$ cat config.mk
export PLATFORM = sky130hd
export DESIGN_NAME = cau_div_step
export DESIGN_NICKNAME = d
export VERILOG_FILES = /design/src/hdl/cau_pkg.sv /design/src/hdl/cau_div_step.sv
export SDC_FILE = /design/constraint.sdc
export NUM_CORES = 1
export LEC_CHECK = 0
export BUFFER_PORTS_ARGS = -buffer_cell sky130_fd_sc_hd__buf_4
export CAP_MARGIN = 0
export CELL_PAD_IN_SITES_DETAIL_PLACEMENT = 0
export CELL_PAD_IN_SITES_GLOBAL_PLACEMENT = 2
export CORE_MARGIN = 8
export CORE_UTILIZATION = 30
export CTS_CLUSTER_SIZE = 24
export DETAILED_ROUTE_END_ITERATION = 6
export GPL_TIMING_DRIVEN = 0
export PLACE_DENSITY_LB_ADDON = 0.1
export SLEW_MARGIN = 20
export SYNTH_ARGS = -nofsm -noshare
export SYNTH_HDL_FRONTEND = slang
export SYNTH_SLANG_ARGS = --single-unit
$ cat constraint.sdc
create_clock -name clk -period 0.95 [get_ports clk]
set_clock_uncertainty 0.15 [all_clocks]
set_input_delay 0.0475 -clock clk [delete_from_list [all_inputs] [get_ports clk]]
set_output_delay 0.0475 -clock clk [all_outputs]
set_load 0.05 [all_outputs]
$ cat src/hdl/cau_pkg.sv
// Shared operation codes and pipeline control word for the complex arithmetic unit
`timescale 1ns / 1ps
package cau_pkg;

	typedef enum logic [2:0] {
		OP_ADD = 3'd0,
		OP_SUB = 3'd1,
		OP_MUL = 3'd2,
		OP_DIV = 3'd3,
		OP_SCL = 3'd4,
		OP_CMP = 3'd5
	} op_t;

	typedef struct packed {
		logic valid;
		logic is_div;
		logic zero_out;
		logic equal;
		logic div_zero;
		logic neg_re;
		logic neg_im;
		logic big_re;
		logic big_im;
	} ctrl_t;

endpackage

$ cat src/hdl/cau_div_step.sv
// One restoring-division step for both result parts, registered
`timescale 1ns / 1ps
module cau_div_step #(
	parameter int RW    = 97,
	parameter int DW    = 64,
	parameter int QW    = 32,
	parameter int SHIFT = 0
) (
	input  logic           clk,
	input  logic           arst_n,
	input  cau_pkg::ctrl_t ctrl_in,
	input  logic [DW-1:0]  den_in,
	input  logic [RW-1:0]  rem_re_in,
	input  logic [RW-1:0]  rem_im_in,
	input  logic [QW-1:0]  q_re_in,
	input  logic [QW-1:0]  q_im_in,
	output cau_pkg::ctrl_t ctrl_out,
	output logic [DW-1:0]  den_out,
	output logic [RW-1:0]  rem_re_out,
	output logic [RW-1:0]  rem_im_out,
	output logic [QW-1:0]  q_re_out,
	output logic [QW-1:0]  q_im_out
);

	logic [RW-1:0] dsh;
	logic          take_re, take_im;
	logic [RW-1:0] rem_re_nxt, rem_im_nxt;

	cau_pkg::ctrl_t ctrl_q;
	logic [DW-1:0]  den_q;
	logic [RW-1:0]  rem_re_q, rem_im_q;
	logic [QW-1:0]  q_re_q, q_im_q;

	assign dsh = {{(RW-DW){1'b0}}, den_in} << SHIFT;

	always_comb begin
		take_re    = ctrl_in.is_div && (rem_re_in >= dsh);
		take_im    = ctrl_in.is_div && (rem_im_in >= dsh);
		rem_re_nxt = take_re ? rem_re_in - dsh : rem_re_in;
		rem_im_nxt = take_im ? rem_im_in - dsh : rem_im_in;
	end

	always_ff @(posedge clk or negedge arst_n) begin
		if (!arst_n) begin
			ctrl_q <= '0;
		end else begin
			ctrl_q <= ctrl_in;
		end
	end

	// non-divide words ride through in the remainder field untouched
	always_ff @(posedge clk) begin
		den_q    <= den_in;
		rem_re_q <= rem_re_nxt;
		rem_im_q <= rem_im_nxt;
		q_re_q   <= {q_re_in[QW-2:0], take_re};
		q_im_q   <= {q_im_in[QW-2:0], take_im};
	end

	assign ctrl_out   = ctrl_q;
	assign den_out    = den_q;
	assign rem_re_out = rem_re_q;
	assign rem_im_out = rem_im_q;
	assign q_re_out   = q_re_q;
	assign q_im_out   = q_im_q;

endmodule
==> flow_summary_export.csv, run 1 <==
group,metric,value,unit
outcome,status,"finished, violations left",
outcome,violations,"hold timing, setup timing",
worst_hold_path,hold_path_class,"in -> reg",
place,portBuffers,661,
floorplan,core,60100,um^2
floorplan,die_height,262,um
place,gp_congestion,0.898,
logic_synthesis,ys_top_cells_by_area,"dfxtp_1 35%, ha_1 8.8%, o21ai_0 6.2%, nand2_1 5.7%, a21oi_1 5.1%",
sta,fin_crit_sh,3.49,
worst_setup_path,crit_fanout,5,
worst_setup_path,crit_path_start,"rem_im_in[84]",
logic_synthesis,synth-seq-cells,331,
sta,report.final.slew_viol_count,0,
logic_synthesis,syn_inst,2238,
floorplan,ios,664,
final_layout,drive_above_1_share,0.383,
sta,finalHoldViolations,121,
route,routedWlPerCell,23.3,um
sta,grt_setup_unrepaired,"true",
logic_synthesis,async_flop_share,0.0272,
worst_hold_path,hp-start,"den_in[14]",
global_route,grt_usage,0.268,
global_route,overflow,0,
worst_setup_path,cp.required,1.24,ns
floorplan,initial_core_util,0.302,
worst_setup_path,crit_type,"in -> reg",
sta,timing.final.ws_setup,-2.36,ns
worst_setup_path,crit_arrival,3.60,ns
route,firstDrtPassIters,6,
place,placed_area,25100,um^2
global_route,grt_pass1_wl,139,mm
clock_network,numCtsBuffers,40,
place,dp.cells,3682,
sta,period_needed,3.31,ns
flow_run,cap_viol_max_count,0,
final_layout,num-nets-final,3862,
final_layout,final_cells,4219,
final_layout,mostFrequentLayoutCell,"buf_4",
sta,hold_ws,-0.544,ns
power,vdd_drop_max,0.00161,V
logic_synthesis,yosys.area.top_type,"dfxtp_1",
worst_setup_path,end_kind,"flip-flop",
route,drc_errors,0,
logic_synthesis,ys_warn_count,0,
logic_synthesis,ys_seq_area_frac,0.367,
floorplan,die_w,262,um
clock_network,cts_tree,"done",
sta,fmax,0.302,GHz
power,powerDensity,1550,nW/um^2
global_route,grt_max_degree,13,
logic_synthesis,synth_nets,2701,
route,vias,21400,
route,ant_nets,0,
route,drt_iter0_drc,1150,
route,drt_wl_total,98.4,mm
sta,slew_headroom,0.256,
clock_network,root_buffer,"clkbuf_16",
clock_network,clkSinkCount,331,
clock_network,htreeDepth,2,
floorplan,die_area,68700,um^2
clock_network,clockBufferDepth,3,
logic_synthesis,synth-edff-count,0,
clock_network,cts.clk_slew.worst_paths,0.06,ns
power,power.leakage,14.5,nW
logic_synthesis,syn_area,18200,um^2
floorplan,num_rows,90,
final_layout,syn_to_final_growth,83.0,%
sta,tightest_slew,1.09,ns
worst_setup_path,start_kind,"primary input",
logic_synthesis,synth_top_area_share,0.355,
final_layout,final_cell_mix,"748 x buf_4, 334 x dlygate4sd3_1, 322 x dfxtp_1",
sta,finalSetupViolCount,627,
route,routed_via_density,5.06,
global_route,antenna_found_initial,16,
final_layout,fin_area,33300,um^2
logic_synthesis,synth_cell_types,73,
logic_synthesis,ys.flop_type,"dfxtp_1",
place,dp_hpwl,75.9,mm
global_route,grt_pass1_vias,22300,
logic_synthesis,syn_avg_cell_area,8.12,um^2
==> worst max-delay path, stage by stage <==
cell	delay [ns]
buf_6	0.09
or4_4	0.53
or3_4	0.37
nor4b_4	0.31
nand2b_1	0.14
or4_4	0.45
or3_4	0.42
o31ai_4	0.29
buf_12	0.16
buf_8	0.11
clkinv_8	0.07
buf_6	0.12
o2111ai_4	0.11
buf_6	0.17
nor2_1	0.05
xor2_1	0.15
==> registers in the layout, indices dropped and copies added, names as in the netlist <==
register / count
rem_im_out: 97
q_re_out: 32
rem_re_out: 97
q_im_out: 32
ctrl_out: 9
den_out: 64
==> per-layer routing <==
metal | vias to the layer above | part of all wire | GRT usage
met5 | - | 0.00054 | 0
met4 | 8 | 0.039 | 0.112
met3 | 142 | 0.078 | 0.0803
met2 | 701 | 0.49 | 0.464
met1 | 10200 | 0.39 | 0.304
li1 | 10300 | - | -
==> cell type report <==
cell class | count | area, um^2
Fill cell | 5537 | 26900
Multi-Input combinational cell | 1686 | 13100
Timing Repair Buffer | 1148 | 9900
Sequential cell | 331 | 6670
Clock buffer | 54 | 1170
Tap cell | 782 | 978
Buffer | 74 | 706
Inverter | 118 | 504
Clock inverter | 14 | 208
Antenna cell | 12 | 30.0
==> worst paths after layout <==
check | end | slack [ns] | cells past startpoint
max | rem_im_out[81] | -2.36 | 16
min | den_out[14] | -0.54 | 1
max in group asynchronous | ctrl_out[5] | -0.01 | 3
min in group asynchronous | ctrl_out[3] | 0.37 | 3
==> power breakdown <==
| group | leakage [nW] | switching [W] | internal [W] |
|---|---|---|---|
| sequential | 2.82 | 0.000391 | 0.0152 |
| clock | 0.680 | 0.00629 | 0.00999 |
| combinational | 11.0 | 0.0122 | 0.00752 |
| total | 14.5 | 0.0189 | 0.0327 |
==> cells by family (layout without fill, tap and decap cells) <==
logic type / Yosys count / in the layout / synth area share
xor gates and xnor gates: 188 / 188 / 0.0906
other: 0 / 12 / 0
buffers and inverters: 221 / 1408 / 0.0466
muxes: 3 / 3 / 0.00186
AOI/OAI and AO/OA: 631 / 631 / 0.209
and+or+nand+nor: 734 / 734 / 0.194
DFF: 331 / 331 / 0.367
adders and majority gates: 130 / 130 / 0.0903
==> synth_stat cells, types with 30 or more instances <==
cell      instances
nor4_1           33
dfxtp_1         322
a21o_1           36
clkbuf_1         85
o21ai_0         224
nand3_1          42
xnor2_1          88
a21oi_1         184
nand4_1          62
xor2_1          100
inv_1           117
nand2_1         275
nor2_1          126
ha_1            128
o21bai_1         30
nor3_1           58
==> metrics by stage <==
| step | setup WS, ns | util | total power (W) | setup TNS (ns) |
|---|---|---|---|---|
| final | -2.36 | 0.553 | 0.0516 | -538.05 |
| after global routing | -2.44 | 0.553 | 0.0538 | -567.86 |
| after CTS | -2.31 | 0.525 | 0.0509 | -530.12 |
| after detailed placement | -3.61 | 0.418 | 0.0324 | -595.54 |
| after global placement | -4.13 | 0.417 | 0.0324 | -603.29 |
| after floorplan | -2.27 | - | 0.0263 | -392.14 |
==> repair_timing <==
item                                    CTS  global route
cloned                                    8             2
gates resized for setup                 320           273
buffers inserted                         96            56
hold buffers                            294            54
hold endpoints to repair                338           171
pin swaps                                73            99
endpoints found under the setup margin  527           619
Note: power is estimated with default switching activity, not from simulation.
==> inputs of run 2 (changes only) <==
--- a/config.mk
+++ b/config.mk
@@ -5,6 +5,7 @@
 export SDC_FILE = /design/constraint.sdc
 export NUM_CORES = 1
 export LEC_CHECK = 0
+export ABC_CLOCK_PERIOD_IN_PS = 3900
 export BUFFER_PORTS_ARGS = -buffer_cell sky130_fd_sc_hd__buf_4
 export CAP_MARGIN = 0
 export CELL_PAD_IN_SITES_DETAIL_PLACEMENT = 0
@@ -14,6 +15,7 @@
 export CTS_CLUSTER_SIZE = 24
 export DETAILED_ROUTE_END_ITERATION = 6
 export GPL_TIMING_DRIVEN = 0
+export MAX_ROUTING_LAYER = met4
 export PLACE_DENSITY_LB_ADDON = 0.1
 export SLEW_MARGIN = 20
 export SYNTH_ARGS = -nofsm -noshare
==> constraint.sdc (replaced) <==
create_clock -name clk -period 3.9 [get_ports clk]
set_clock_uncertainty 0.15 [all_clocks]
set_input_delay 0.195 -clock clk [delete_from_list [all_inputs] [get_ports clk]]
set_output_delay 0.195 -clock clk [all_outputs]
set_load 0.05 [all_outputs]
==> run 2 against run 1 <==
- the flow finishes with violations (hold timing)
- non-clock buffer count down 122
- final area down 12%
- critical path depth down 3
- final cell count down 2.8%
- largest power group unchanged
- power down 77%
- core utilization down 6.8 points
- combinational power down 79%
- worst setup slack better by 2.5 ns
- largest cell class unchanged
- first-iteration DRC count down 2.3%
==> flow_summary_export.csv, run 2 (synthesized netlist as in run 1, its figures left out) <==
group,metric,value,unit
clock_network,cts.clk_slew.worst_paths,0.06,ns
worst_setup_path,crit_path_start,"rem_re_in[66]",
global_route,overflow,0,
final_layout,num-nets-final,3739,
final_layout,fin_area,29200,um^2
global_route,antenna_found_initial,14,
place,dp_hpwl,73.6,mm
worst_setup_path,crit_arrival,4.08,ns
global_route,grt_usage,0.254,
final_layout,mostFrequentLayoutCell,"buf_4",
sta,tightest_slew,1.11,ns
worst_setup_path,endpoint,"rem_re_out[42]",
sta,fin_crit_sh,0.976,
worst_setup_path,crit_path_top_delay_cell,"or4_1",
route,vias,20400,
floorplan,die_w,262,um
floorplan,die_area,68700,um^2
power,power,0.0118,W
worst_setup_path,worst-path-buf-inv,5,
clock_network,numCtsBuffers,39,
final_layout,drive_above_1_share,0.249,
power,vdd_drop_max,0.000307,V
sta,timing.final.ws_setup,0.0918,ns
sta,period_needed,3.81,ns
clock_network,root_buffer,"clkbuf_16",
global_route,grt_pass1_vias,21100,
route,drt_wl_total,90.4,mm
worst_setup_path,crit_fanout,10,
floorplan,core,60100,um^2
route,routedWlPerCell,22.0,um
worst_setup_path,start_kind,"primary input",
worst_setup_path,crit_family,"simple AND/OR/NAND/NOR gates",
power,power.leakage,12.9,nW
global_route,grt_max_degree,14,
floorplan,num_rows,90,
route,ant_nets,0,
place,placed_area,24100,um^2
floorplan,ios,664,
worst_setup_path,cp.required,4.17,ns
route,firstDrtPassIters,5,
place,gp_congestion,0.901,
worst_setup_path,end_kind,"flip-flop",
outcome,violations,"hold timing",
place,place_ws,-1.30,ns
worst_setup_path,crit_chain,"dlygate4sd3_1, buf_4, or4_1, or3_1, or4_1, nor3_1, a21oi_1, a41oi_2, clkbuf_4, buf_6, clkbuf_4, nand2_1, o21ai_0",
clock_network,clockBufferDepth,3,
clock_network,clkSinkCount,331,
global_route,grt_pass1_wl,129,mm
worst_hold_path,hold_path_class,"in -> reg",
clock_network,cts_tree,"done",
floorplan,die_height,262,um
final_layout,syn_to_final_growth,60.4,%
sta,finalSetupViolCount,0,
sta,report.final.slew_viol_count,0,
clock_network,htreeDepth,2,
worst_setup_path,cpPeakStageDelay,0.62,ns
place,portBuffers,661,
floorplan,initial_core_util,0.302,
final_layout,fill_cells,5919,
flow_run,cap_viol_max_count,0,
worst_setup_path,path_depth,13,
sta,hold_ws,-0.354,ns
sta,grt_setup_unrepaired,"true",
route,drt_iter0_drc,1124,
sta,slew_headroom,0.243,
outcome,status,"finished, violations left",
worst_setup_path,crit_type,"in -> reg",
final_layout,final_cell_mix,"669 x buf_4, 335 x dlygate4sd3_1, 322 x dfxtp_1",
sta,finalHoldViolations,6,
route,routed_via_density,4.97,
sta,fmax,0.263,GHz
route,drc_errors,0,
power,powerDensity,404,nW/um^2
-- run 2: cell count changes in the layout (fill, tap and decap cells not counted), moves of 43 or more --
cell and delta:
buf_4 -79, buf_6 -43, clkbuf_1 +65, ha_1 +51, nand2_1 +59, o21ai_0 +127, o21ai_1 -86
-- run 2: report_power, final --
group	switching [W]	internal, W	total, W	leakage, nW
clock	0.00153	0.00227	0.00380	0.649
sequential	0.0000938	0.00370	0.00379	2.82
combinational	0.00272	0.00148	0.00420	9.46
total	0.00435	0.00744	0.0118	12.9
-- run 2: final cells by class --
class	instances	area [um^2]	area share
Multi-Input combinational cell	1686	10900	0.374
Timing Repair Buffer	1003	8380	0.287
Sequential cell	331	6670	0.229
Clock buffer	55	1160	0.0397
Tap cell	782	978	0.0336
Inverter	118	445	0.0153
Buffer	97	414	0.0142
Clock inverter	12	154	0.00528
Antenna cell	16	40.0	0.00137
-- run 2: worst min-delay path by stage --
stage	to	depth (start not counted)	from	slack, ns
3_3_place_gp	ctrl_out[4]	1	arst_n	-0.13
5_1_grt	den_out[0]	1	den_in[0]	-0.38
2_1_floorplan	ctrl_out[0]	0	arst_n	-0.25
6_report	den_out[0]	1	den_in[0]	-0.35
4_1_cts	den_out[0]	1	den_in[0]	-0.39
3_5_place_dp	ctrl_out[8]	1	arst_n	-0.13
-- run 2: per-stage QoR --
| step | std cells | TNS (ns) | utilization |
|---|---|---|---|
| floorplan | 2238 | 0 | - |
| global placement | 3681 | -158.73 | 0.401 |
| CTS | 4076 | -0.0267 | 0.479 |
| detailed placement | 3682 | -148.70 | 0.401 |
| global route | 4098 | -0.0292 | 0.485 |
| finish | 4100 | 0 | 0.485 |
-- run 2: layer usage --
layer,vias up,GRT usage,wire (um)
li1,10000,-,-
met1,9591,0.296,37500
met2,636,0.432,43900
met3,126,0.0627,6310
met4,0,0.0758,2670
met5,-,-,0
-- run 2: timing repair --
item / CTS / global route
buffers inserted: 1 / 5
endpoints found under the hold margin: 339 / 12
pin swaps: 2 / 5
hold buffers: 327 / 8
gates resized for setup: 23 / 43
setup endpoints to repair: 121 / 162
==> inputs of run 3 (changes only) <==
--- a/config.mk
+++ b/config.mk
@@ -5,14 +5,13 @@
 export SDC_FILE = /design/constraint.sdc
 export NUM_CORES = 1
 export LEC_CHECK = 0
-export ABC_CLOCK_PERIOD_IN_PS = 3900
+export ABC_CLOCK_PERIOD_IN_PS = 4900
 export BUFFER_PORTS_ARGS = -buffer_cell sky130_fd_sc_hd__buf_4
 export CAP_MARGIN = 0
 export CELL_PAD_IN_SITES_DETAIL_PLACEMENT = 0
 export CELL_PAD_IN_SITES_GLOBAL_PLACEMENT = 2
 export CORE_MARGIN = 8
 export CORE_UTILIZATION = 30
-export CTS_CLUSTER_SIZE = 24
 export DETAILED_ROUTE_END_ITERATION = 6
 export GPL_TIMING_DRIVEN = 0
 export MAX_ROUTING_LAYER = met4
==> constraint.sdc (replaced) <==
create_clock -name clk -period 4.9 [get_ports clk]
set_clock_uncertainty 0.15 [all_clocks]
set_input_delay 0.245 -clock clk [delete_from_list [all_inputs] [get_ports clk]]
set_output_delay 0.245 -clock clk [all_outputs]
set_load 0.05 [all_outputs]
==> run 3 against run 2 <==
- the run now ends clean
- via count is 0.56% higher
- clock power is 21% lower
- routed wire length is 0.48% lower
- critical path depth is 1 higher
- largest cell class unchanged
- highest routed layer unchanged
==> flow_summary_export.csv, run 3 (synthesized netlist as in run 1, its figures left out) <==
group,metric,value,unit
outcome,status,"finished, final reports clean",
final_layout,mostFrequentLayoutCell,"buf_4",
sta,period_needed,4.83,ns
worst_setup_path,worst-path-buf-inv,4,
worst_setup_path,start_kind,"primary input",
route,top_layer,"met4",
floorplan,die_area,68700,um^2
clock_network,clkSinkCount,331,
place,place_ws,-0.349,ns
floorplan,initial_core_util,0.302,
final_layout,syn_to_final_growth,59.1,%
worst_setup_path,end_kind,"flip-flop",
sta,finalHoldViolations,0,
power,power,0.00938,W
clock_network,root_buffer,"clkbuf_16",
worst_setup_path,crit_fanout,9,
worst_hold_path,holdPathStages,4,
clock_network,cts_tree,"done",
route,drc_errors,0,
place,portBuffers,661,
flow_run,cap_viol_max_count,0,
place,dp.cells,3682,
worst_setup_path,crit_family,"simple AND/OR/NAND/NOR gates",
route,routed_via_density,5.00,
worst_hold_path,hp-start,"rem_re_in[3]",
sta,grt_setup_unrepaired,"true",
clock_network,htreeDepth,2,
final_layout,drive_above_1_share,0.239,
sta,slew_headroom,0.225,
route,ant_nets,0,
sta,tightest_slew,1.13,ns
floorplan,die_height,262,um
clock_network,cts.clk_slew.worst_paths,0.06,ns
floorplan,core,60100,um^2
floorplan,num_rows,90,
route,met1Wirelength,38.3,mm
worst_setup_path,cp.required,5.21,ns
global_route,grt_pass1_vias,21300,
final_layout,final_core_util,0.481,
route,firstDrtPassIters,5,
worst_setup_path,crit_chain,"dlygate4sd3_1, buf_4, or4_1, or3_1, nor4b_2, nand2b_1, or4_1, or3_1, o31ai_4, inv_2, nand2_1, nor2_1, xor2_1, dlygate4sd3_1",
final_layout,final_cell_mix,"666 x buf_4, 336 x dlygate4sd3_1, 322 x dfxtp_1",
place,dp_hpwl,73.6,mm
clock_network,numCtsBuffers,39,
route,vias,20500,
global_route,grt_max_degree,14,
floorplan,ios,664,
final_layout,fill_cells,5889,
route,routedWlPerCell,22.0,um
final_layout,final_cells,4094,
place,gp_congestion,0.901,
worst_setup_path,cpPeakStageDelay,0.58,ns
global_route,grt_pass1_wl,130,mm
floorplan,die_w,262,um
worst_setup_path,crit_path_top_delay_cell,"or4_1",
worst_setup_path,crit_arrival,5.14,ns
sta,fin_crit_sh,0.986,
global_route,overflow,0,
worst_hold_path,min_to,"rem_re_out[3]",
power,vdd_drop_max,0.000215,V
route,dr_wl_met2,44.1,mm
sta,report.final.slew_viol_count,0,
global_route,grt_usage,0.253,
final_layout,num-nets-final,3739,
route,met3_length,5.22,mm
clock_network,clockBufferDepth,3,
power,powerDensity,324,nW/um^2
sta,fmax,0.207,GHz
route,drt_wl_total,90.0,mm
route,drt_iter0_drc,1219,
sta,timing.final.ws_setup,0.0673,ns
power,power.leakage,12.9,nW
sta,finalSetupViolCount,0,
global_route,antenna_found_initial,8,
worst_setup_path,crit_type,"in -> reg",
worst_hold_path,hold_path_class,"in -> reg",
[run 3: how the worst max path moves through the flow]
| stage | start | to | depth (start not counted) |
|---|---|---|---|
| floorplan | den_in[38] | rem_im_out[80] | 12 |
| global placement | den_in[11] | rem_re_out[94] | 14 |
| detailed placement | den_in[20] | rem_re_out[1] | 15 |
| CTS | den_in[19] | rem_re_out[1] | 15 |
| global route | rem_im_in[84] | rem_im_out[76] | 14 |
| finish | rem_im_in[84] | rem_im_out[76] | 14 |
[run 3: layout make-up]
class / instances / area (um^2) / area share
diodes: 10 / 25.0 / 0.000865
plain buffers: 97 / 385 / 0.0133
clock buffers: 55 / 1160 / 0.0401
clock inverters: 12 / 154 / 0.00532
inverters: 118 / 443 / 0.0153
multi-input cells: 1686 / 10700 / 0.371
flip-flops and latches: 331 / 6670 / 0.231
well taps: 782 / 978 / 0.0338
repair buffers: 1003 / 8380 / 0.290
[run 3: worst min-delay path, cell delays in order]
cell and delay (ns):
buf_4 0.08, ha_1 0.20, xor2_1 0.08, o21ai_0 0.12
[run 3: stage by stage]
step	instance area (um^2)	TNS (ns)	hold slack (ns)
6_report	28900	0	0.0493
4_1_cts	28800	0	0.0104
2_1_floorplan	18200	0	-0.201
5_1_grt	28900	-0.0485	0.0975
3_5_place_dp	24100	-9.69	-0.0791
3_3_place_gp	24100	-11.69	-0.0828
[run 3: routing by layer]
layer  global-route usage  vias up
met4               0.0678        0
met3               0.0424      123
met1                0.306     9696
met2                0.435      653
li1                     -    10000
met5                    -        -
[run 3: report_power, final]
| part | internal, W | switching (W) | leakage, nW | total, W |
|---|---|---|---|---|
| registers | 0.00294 | 0.0000750 | 2.82 | 0.00302 |
| logic | 0.00117 | 0.00217 | 9.41 | 0.00333 |
| clock network | 0.00181 | 0.00122 | 0.649 | 0.00302 |
| total | 0.00592 | 0.00346 | 12.9 | 0.00938 |
[run 3: what timing repair did]
action / in CTS / in global routing
gates resized for setup: 0 / 13
endpoints found under the hold margin: 338 / 0
hold buffers: 336 / 0
buffers inserted: 0 / 5
setup endpoints to repair: 0 / 88
